`config.mk`:
```
export PLATFORM = sky130hd
export DESIGN_NAME = brush_stroke_stamp_spacer
export DESIGN_NICKNAME = d
export VERILOG_FILES = /design/src/design/brstamp_pkg.sv /design/src/design/brush_stroke_stamp_spacer.sv
export SDC_FILE = /design/constraint.sdc
export NUM_CORES = 2
export LEC_CHECK = 0
export BUFFER_PORTS_ARGS = -buffer_cell sky130_fd_sc_hd__buf_4
export CAP_MARGIN = 20
export CORE_AREA = 2 2 321 561
export CTS_BUF_LIST = sky130_fd_sc_hd__clkbuf_4 sky130_fd_sc_hd__clkbuf_8
export DETAILED_ROUTE_END_ITERATION = 8
export DIE_AREA = 0 0 323 563
export SLEW_MARGIN = 20
export SYNTH_ARGS = -nofsm -noshare
export SYNTH_HDL_FRONTEND = slang
export SYNTH_SLANG_ARGS = --single-unit
```
`constraint.sdc`:
```
create_clock -name clk -period 34.2 [get_ports clk]
set_input_delay 6.84 -clock clk [delete_from_list [all_inputs] [get_ports clk]]
set_output_delay 6.84 -clock clk [all_outputs]
set_load 0.03 [all_outputs]
```
`src/design/brstamp_pkg.sv`:
```
`timescale 1ns / 1ps
package brstamp_pkg;
	localparam int CoordW  = 24;
	localparam int RadW    = 16;
	localparam int AlphaW  = 9;
	localparam int SizeW   = 13;
	localparam int SmoothW = 9;
	localparam int RatioW  = 10;
	localparam int CarryW  = 23;
	localparam int LenW    = 25;
	localparam int SqW     = 50;
	localparam int TW      = 27;
	localparam int ProdW   = 52;
	localparam int NumW    = 53;
	localparam int QW      = 27;
	localparam int DataW   = 80;

	localparam logic [1:0] CMD_PRESS   = 2'd0;
	localparam logic [1:0] CMD_MOVE    = 2'd1;
	localparam logic [1:0] CMD_RELEASE = 2'd2;
	localparam logic [1:0] CMD_UNUSED  = 2'd3;

	localparam logic [1:0] REG_SIZE   = 2'd0;
	localparam logic [1:0] REG_SMOOTH = 2'd1;
	localparam logic [1:0] REG_RATIO  = 2'd2;
endpackage

```
`src/design/brush_stroke_stamp_spacer.sv`:
```
`timescale 1ns / 1ps
// channel   dir  handshake         payload
// s_*       in   s_tvalid/s_tready pen event: tuser cmd, tdata pen point, radius, alpha
// m_*       out  m_tvalid/m_tready stamp: tdata position, radius, alpha; tlast last stamp
// apb       in   psel/penable      brush_size, smoothing_factor, spacing_ratio
// a move runs pull and squares, a 25-step root, a 27-step carry mod, then store
// and check; a zero-length move ends after the root
// each stamp then takes two 27-step passes of the one shared divider
// a press goes straight to the output handshake; release and ignored events keep it idle
// s_tready is high only while idle; a stalled stamp holds the block in place
// arst_n clears the stroke, head, carry and registers to their reset values
module brush_stroke_stamp_spacer
	import brstamp_pkg::*;
#(
	parameter int MAX_STAMPS_PER_EVENT = 64
) (
	input  logic              clk,
	input  logic              arst_n,
	input  logic              s_tvalid,
	output logic              s_tready,
	input  logic [DataW-1:0]  s_tdata,  // pen_x, pen_y, stamp_radius, stamp_alpha, zero pad
	input  logic [1:0]        s_tuser,  // cmd
	output logic              m_tvalid,
	input  logic              m_tready,
	output logic [DataW-1:0]  m_tdata,  // stamp_x, stamp_y, out_radius, out_alpha, zero pad
	output logic              m_tlast,
	input  logic              psel,
	input  logic              penable,
	input  logic              pwrite,
	input  logic [3:0]        paddr,
	input  logic [31:0]       pwdata,
	output logic [31:0]       prdata,
	output logic              pready
);
	localparam int NCW = $clog2(MAX_STAMPS_PER_EVENT + 1);
	localparam logic [NCW-1:0] MaxN = NCW'(MAX_STAMPS_PER_EVENT);

	localparam logic [3:0] S_IDLE = 4'd0, S_PX = 4'd1, S_PY = 4'd2, S_DX = 4'd3,
		S_SQX = 4'd4, S_SQY = 4'd5, S_SQRT = 4'd6, S_DIV = 4'd7, S_CAR = 4'd8,
		S_CHK = 4'd9, S_MX = 4'd10, S_NX = 4'd11, S_FX = 4'd12, S_NY = 4'd13,
		S_FY = 4'd14, S_OUT = 4'd15;

	logic [3:0]          state_q, dret_q;
	logic [SizeW-1:0]    size_q;
	logic [SmoothW-1:0]  smooth_q;
	logic [RatioW-1:0]   ratio_q;
	logic                active_q;
	logic signed [CoordW-1:0] head_x_q, head_y_q, old_x_q, old_y_q, pen_x_q, pen_y_q;
	logic [CarryW-1:0]   carry_q;
	logic [RadW-1:0]     rad_q;
	logic [AlphaW-1:0]   alpha_q;
	logic signed [ProdW-1:0] prod_q;
	logic [SqW-1:0]      acc_q, sv_q, sr_q, sb_q;
	logic [4:0]          cnt_q;
	logic [LenW-1:0]     len_q, den_q;
	logic [25:0]         rem_q;
	logic [QW-1:0]       qsh_q;
	logic                neg_q;
	logic signed [TW-1:0] t_q;
	logic [NCW-1:0]      n_q;
	logic signed [CoordW-1:0] sx_q, sy_q;
	logic                last_q, ovalid_q;

	// apb
	logic wr;
	assign pready = 1'b1;
	assign wr = psel & penable & pwrite;
	always_comb begin
		case (paddr[3:2])
			REG_SIZE:   prdata = 32'(size_q);
			REG_SMOOTH: prdata = 32'(smooth_q);
			REG_RATIO:  prdata = 32'(ratio_q);
			default:    prdata = '0;
		endcase
	end

	// shared datapath
	logic [SmoothW-1:0]       s_eff;
	logic [CarryW-1:0]        spacing;
	logic [CarryW-1:0]        raw_sp;
	logic signed [LenW-1:0]   dx, dy;
	logic signed [LenW-1:0]   mul_a;
	logic signed [TW-1:0]     mul_b;
	logic signed [ProdW-1:0]  rnd;
	logic [SqW-1:0]           sq_sum, sr_try, nres, nv;
	logic                     sq_ge;
	logic [25:0]              dsh;
	logic                     dge;
	logic [ProdW-1:0]         pabs;
	logic [NumW-1:0]          stamp_num;
	logic [NumW-1:0]          car_num;
	logic signed [28:0]       fsum;
	logic signed [CoordW-1:0] fsat;
	logic signed [TW-1:0]     t_next;
	logic                     more;

	assign s_eff  = (smooth_q > SmoothW'(256)) ? SmoothW'(256) : smooth_q;
	assign raw_sp = CarryW'(size_q * ratio_q);
	assign spacing = (raw_sp < CarryW'(256)) ? CarryW'(256) : raw_sp;
	assign dx = LenW'(head_x_q) - LenW'(old_x_q);
	assign dy = LenW'(head_y_q) - LenW'(old_y_q);

	always_comb begin
		mul_a = '0;
		mul_b = '0;
		case (state_q)
			S_PX: begin
				mul_a = LenW'(pen_x_q) - LenW'(old_x_q);
				mul_b = TW'(s_eff);
			end
			S_PY: begin
				mul_a = LenW'(pen_y_q) - LenW'(old_y_q);
				mul_b = TW'(s_eff);
			end
			S_DX: begin
				mul_a = dx;
				mul_b = TW'(dx);
			end
			S_SQX: begin
				mul_a = dy;
				mul_b = TW'(dy);
			end
			S_MX: begin
				mul_a = dx;
				mul_b = t_q;
			end
			S_FX: begin
				mul_a = dy;
				mul_b = t_q;
			end
			default: ;
		endcase
	end

	// round half up for the head pull
	assign rnd = (prod_q + ProdW'(128)) >>> 8;

	assign sq_sum = acc_q + SqW'(prod_q);
	assign sr_try = sr_q + sb_q;
	assign sq_ge  = sv_q >= sr_try;
	assign nres   = sq_ge ? ((sr_q >> 1) + sb_q) : (sr_q >> 1);
	assign nv     = sq_ge ? (sv_q - sr_try) : sv_q;
	assign car_num = NumW'(carry_q) + NumW'(nres[LenW-1:0]);

	assign dsh = {rem_q[24:0], qsh_q[QW-1]};
	assign dge = dsh >= {1'b0, den_q};

	assign pabs = prod_q[ProdW-1] ? ProdW'(-prod_q) : ProdW'(prod_q);
	assign stamp_num = NumW'(pabs) + NumW'(len_q >> 1);

	always_comb begin
		logic signed [28:0] qv;
		qv = {2'b00, qsh_q};
		fsum = 29'(state_q == S_FX ? old_x_q : old_y_q) + (neg_q ? -qv : qv);
		if (fsum > 29'sd8388607)
			fsat = CoordW'(24'sh7fffff);
		else if (fsum < -29'sd8388608)
			fsat = CoordW'(24'sh800000);
		else
			fsat = fsum[CoordW-1:0];
	end

	// stamp distance may be negative when the carry outgrew a shrunk spacing
	assign t_next = t_q + TW'(spacing);
	assign more = (t_next <= $signed(TW'(len_q))) && ((n_q + NCW'(1)) < MaxN);

	always_ff @(posedge clk) begin
		prod_q <= ProdW'(mul_a * mul_b);
	end

	always_ff @(posedge clk or negedge arst_n) begin
		if (!arst_n) begin
			state_q  <= S_IDLE;
			dret_q   <= S_IDLE;
			size_q   <= SizeW'(20);
			smooth_q <= SmoothW'(256);
			ratio_q  <= RatioW'(26);
			active_q <= 1'b0;
			head_x_q <= '0;
			head_y_q <= '0;
			carry_q  <= '0;
			ovalid_q <= 1'b0;
			cnt_q    <= '0;
			n_q      <= '0;
		end else begin
			if (wr) begin
				case (paddr[3:2])
					REG_SIZE:   size_q   <= pwdata[SizeW-1:0];
					REG_SMOOTH: smooth_q <= pwdata[SmoothW-1:0];
					REG_RATIO:  ratio_q  <= pwdata[RatioW-1:0];
					default: ;
				endcase
			end
			case (state_q)
				S_IDLE: begin
					if (s_tvalid) begin
						pen_x_q <= s_tdata[23:0];
						pen_y_q <= s_tdata[47:24];
						rad_q   <= s_tdata[63:48];
						alpha_q <= s_tdata[72:64];
						old_x_q <= head_x_q;
						old_y_q <= head_y_q;
						case (s_tuser)
							CMD_PRESS: begin
								if (!active_q) begin
									active_q <= 1'b1;
									head_x_q <= s_tdata[23:0];
									head_y_q <= s_tdata[47:24];
									sx_q     <= s_tdata[23:0];
									sy_q     <= s_tdata[47:24];
									carry_q  <= '0;
									n_q      <= '0;
									last_q   <= 1'b1;
									ovalid_q <= 1'b1;
									state_q  <= S_OUT;
								end
							end
							CMD_MOVE: if (active_q) state_q <= S_PX;
							CMD_RELEASE: active_q <= 1'b0;
							default: ;
						endcase
					end
				end
				S_PX: state_q <= S_PY;
				S_PY: begin
					head_x_q <= old_x_q + CoordW'(rnd);
					state_q  <= S_DX;
				end
				S_DX: begin
					head_y_q <= old_y_q + CoordW'(rnd);
					state_q  <= S_SQX;
				end
				S_SQX: begin
					acc_q   <= SqW'(prod_q);
					state_q <= S_SQY;
				end
				S_SQY: begin
					sv_q    <= sq_sum;
					sr_q    <= '0;
					sb_q    <= SqW'(1) << 48;
					cnt_q   <= '0;
					state_q <= S_SQRT;
				end
				S_SQRT: begin
					sv_q  <= nv;
					sr_q  <= nres;
					sb_q  <= sb_q >> 2;
					cnt_q <= cnt_q + 5'd1;
					if (cnt_q == 5'd24) begin
						len_q <= nres[LenW-1:0];
						t_q   <= TW'(spacing) - TW'(carry_q);
						n_q   <= '0;
						if (nres[LenW-1:0] == '0) begin
							state_q <= S_IDLE;
						end else begin
							rem_q   <= car_num[NumW-1:QW];
							qsh_q   <= car_num[QW-1:0];
							den_q   <= LenW'(spacing);
							cnt_q   <= '0;
							dret_q  <= S_CAR;
							state_q <= S_DIV;
						end
					end
				end
				S_DIV: begin
					rem_q <= dge ? (dsh - {1'b0, den_q}) : dsh;
					qsh_q <= {qsh_q[QW-2:0], dge};
					cnt_q <= cnt_q + 5'd1;
					if (cnt_q == 5'(QW - 1)) state_q <= dret_q;
				end
				S_CAR: begin
					carry_q <= rem_q[CarryW-1:0];
					state_q <= S_CHK;
				end
				S_CHK: begin
					if (t_q <= $signed(TW'(len_q)) && n_q < MaxN)
						state_q <= S_MX;
					else
						state_q <= S_IDLE;
				end
				S_MX: state_q <= S_NX;
				S_NX, S_NY: begin
					neg_q   <= prod_q[ProdW-1];
					rem_q   <= stamp_num[NumW-1:QW];
					qsh_q   <= stamp_num[QW-1:0];
					den_q   <= len_q;
					cnt_q   <= '0;
					dret_q  <= (state_q == S_NX) ? S_FX : S_FY;
					state_q <= S_DIV;
				end
				S_FX: begin
					sx_q    <= fsat;
					state_q <= S_NY;
				end
				S_FY: begin
					sy_q     <= fsat;
					last_q   <= !more;
					ovalid_q <= 1'b1;
					state_q  <= S_OUT;
				end
				S_OUT: begin
					if (m_tready) begin
						ovalid_q <= 1'b0;
						t_q      <= t_next;
						n_q      <= n_q + NCW'(1);
						state_q  <= last_q ? S_IDLE : S_MX;
					end
				end
				default: state_q <= S_IDLE;
			endcase
		end
	end

	assign s_tready = (state_q == S_IDLE);
	assign m_tvalid = ovalid_q;
	assign m_tlast  = last_q;
	assign m_tdata  = {7'd0, alpha_q, rad_q, sy_q, sx_q};

	a_ready_no_out: assert property (@(posedge clk) disable iff (!arst_n)
		s_tready |-> !m_tvalid) else $error("input ready while a stamp is pending");
	a_div_rem: assert property (@(posedge clk) disable iff (!arst_n)
		state_q == S_DIV |-> rem_q < {1'b0, den_q}) else $error("divider remainder overflow");
	a_count: assert property (@(posedge clk) disable iff (!arst_n)
		n_q <= MaxN) else $error("stamp count past cap");
	a_last_idle: assert property (@(posedge clk) disable iff (!arst_n)
		m_tvalid && m_tready && m_tlast |=> s_tready) else $error("no return to idle");
endmodule

```
==> metrics.yaml <==
outcome: "complete, no violations"
async_reset_ff_share_pct: 19.0
die_w_um: 323
tns_ps: 0
clkPwrFrac_pct: 13.6
synth_area_per_cell_sq_um: 9.07
slowest_stage: "nor2b_1"
cts_tree: "built"
arrival_ps: 7950
synth-edff-count: 475
grt_pass1_wl_mm: 439
grtUsageTotal_pct: 32.9
clk-insertion-delay-late_ps: 940
yosysWarningCount: 0
drive_above_1_share_pct: 7.77
critPathRequiredTime_ps: 27360
p_leak_nw: 38.2
io_pins: 241
syn-cell-area_sq_um: 79500
swShare_pct: 48.5
yosysSeqAreaShare_pct: 23.2
ys_seq_elements: 651
syn-instance-count: 8758
avgViaCountPerCell: 5.95
dieArea_sq_um: 182000
numClockSinks: 651
finClkSkew_ps: 103
coreArea_sq_um: 177000
slew_headroom_pct: 14.9
synthDistinctLibCells: 108
start_util_pct: 44.8
drv_cap: 0
vias: 67400
hold_viol_final: 0
dp.cells: 11100
seq_area_sq_um: 18400
path_cells: "buf_4, nor2b_1, nand2_1, o21ai_0, buf_4"
p_switching_mw: 2.94
power.density_nw_per_um2: 70.4
post-route-period-util_pct: 43.2
root_buffer: "clkbuf_8"
firstDrtPassIters: 6
rows: 205
tightest_slew_ps: 1260
postCtsResizedCells: 0
critical-path-max-stage-delay_ps: 490
nNetsFinal: 10500
antenna_found_initial: 17
cts.clk_slew.worst_paths_ps: 60
peakVddDrop_uv: 173
cp_num_buf_inv: 2
drcViolationCount: 0
nFillCells: 17100
htreeDepth: 3
power_frac_seq_pct: 18.2
wl_mm: 301
fp.dieH_um: 563
crit_path_frequent_cell: "buf_4"
cts_hold_repair.buffers: 0
grt_pass1_vias: 69600
critPathKind: "in -> out"
place_hpwl_mm: 239
rsz0062_at_grt: "false"
drt_iter0_drc: 5070
stdcell_count: 11300
comb_power_share_pct: 68.2
postRouteAntennaNets: 0
setup_viol: 0
place_congestion: 0.998
synth_top_area_share_pct: 20.3
post_cts_buffers: 0
gr-total-overflow: 0
netlist_top_cells_area: "fa_1 20%, edfxtp_1 18%, ha_1 11%"
clock_path_buffers: 3
synthMostInstantiatedCell: "nand2_1"
drv_slew: 0
p_int_mw: 3.13
netlist_top_cells_count: "1044 x nand2_1, 997 x inv_1, 805 x fa_1"
area_growth_pct: 8.54
wl_per_cell_um: 26.6
ys.flop_type: "edfxtp_1"
period_needed_ps: 14790
crit_path_end_kind: "output port"
cp_max_fo: 15
yosys.area.top_type: "fa_1"
grt_max_degree: 92
multiInputGateArea_sq_um: 56200
cts_buffers: 110
holdCritPathClass: "reg -> reg"
port_buffers: 185
critPathTopFamily: "simple AND/OR/NAND/NOR gates"
startpoint_type: "input pin"
max_freq_mhz: 67.6
==> cell type report <==
cell class                 instances  share of cell area, %
antenna                           13                 0.0377
multi-input combinational       6767                   65.1
timing repair buffer             319                   2.79
clock buffer                     152                   2.21
inverter                         999                   4.35
clock inverter                    58                  0.680
tap                             2380                   3.45
sequential                       651                   21.4
==> cell families (layout without fill, tap and decap cells) <==
family | after synthesis | in the layout | synth area share, %
flops | 651 | 651 | 23.2
compound gates | 1962 | 1962 | 16.1
fa+ha+maj | 1504 | 1504 | 31.3
simple gates | 2585 | 2585 | 15.0
other cells | 2 | 40 | 0.00945
buf+inv | 1365 | 1528 | 6.69
xor+xnor | 613 | 613 | 6.78
mux | 76 | 76 | 1.02
==> metal layers <==
layer  track usage (%)  part of all wire, %  vias up
met5                 0               0.0043        -
met4              28.1                   10        2
met3              4.57                  5.9      938
met2              56.9                   49     2675
met1              35.1                   35    33600
li1                  -                    -    30200
==> through the flow <==
step / hold WS, ps / setup WS (ps) / power, mW / util, % / cell area [sq um]
5_1_grt: 503 / 19320 / 6.58 / 48.6 / 86200
4_1_cts: 476 / 19440 / 6.04 / 48.6 / 86200
6_report: 478 / 19410 / 6.07 / 48.6 / 86200
3_5_place_dp: 457 / 19450 / 5.19 / 47.2 / 83700
3_3_place_gp: 455 / 19410 / 5.11 / 47.2 / 83700
2_1_floorplan: 431 / 19080 / 4.12 / - / 79600
==> final timing paths <==
check / startpoint / endpoint / slack, ps / cells past startpoint
hold reg to reg: dret_q[3] / dret_q[3] / 480 / 1
min in group asynchronous: arst_n / head_x_q[6] / 5880 / 1
hold / removal: dret_q[3] / dret_q[3] / 480 / 1
setup reg to reg: ratio_q[2] / m_tlast / 20870 / 46
max in group asynchronous: arst_n / size_q[9] / 26840 / 2
setup / recovery: paddr[2] / prdata[5] / 19410 / 5
==> placed cells by master, fill, tap and decap left out, types with 30 or more instances in the layout <==
cell type and count:
nand2_1 1043, a211oi_1 50, xor2_1 236, nor2b_1 70, a21o_1 211, clkbuf_8 122, nand3_1 141, a31oi_1 86
or3_1 51, mux2i_1 38, fa_1 804, a22o_1 32, buf_4 317, o21a_1 72, ha_1 699, edfxtp_1 475
mux2_2 38, o22ai_1 40, dfxtp_1 52, o211ai_1 53, dfrtp_1 118, a22oi_1 36, and3_1 87, and2_1 158
inv_1 997, o21bai_1 78, o31ai_1 54, nand2b_1 94, nand4_1 60, o21ai_0 444, a21oi_1 477, nor2_1 615
xnor2_1 376, nor3_1 104, clkbuf_4 30
==> flip-flops by register name (all words and copies together) (netlist names), 25 cells and up <==
signal,flops
sr_q,50
acc_q,50
rem_q,25
len_q,25
prod_q,52
qsh_q,27
sb_q,25
den_q,25
t_q,27
sv_q,50
==> power by group through the flow <==
| stage | Clock (mW) | Sequential [mW] | Combinational, mW |
|---|---|---|---|
| finish | 0.827 | 1.10 | 4.14 |
| detailed placement | 0 | 1.12 | 4.08 |
| global route | 0.865 | 1.10 | 4.61 |
| global placement | 0 | 1.12 | 3.99 |
| floorplan | 0 | 1.06 | 3.06 |
| CTS | 0.838 | 1.10 | 4.10 |
Note: power is estimated with default switching activity, not from simulation.
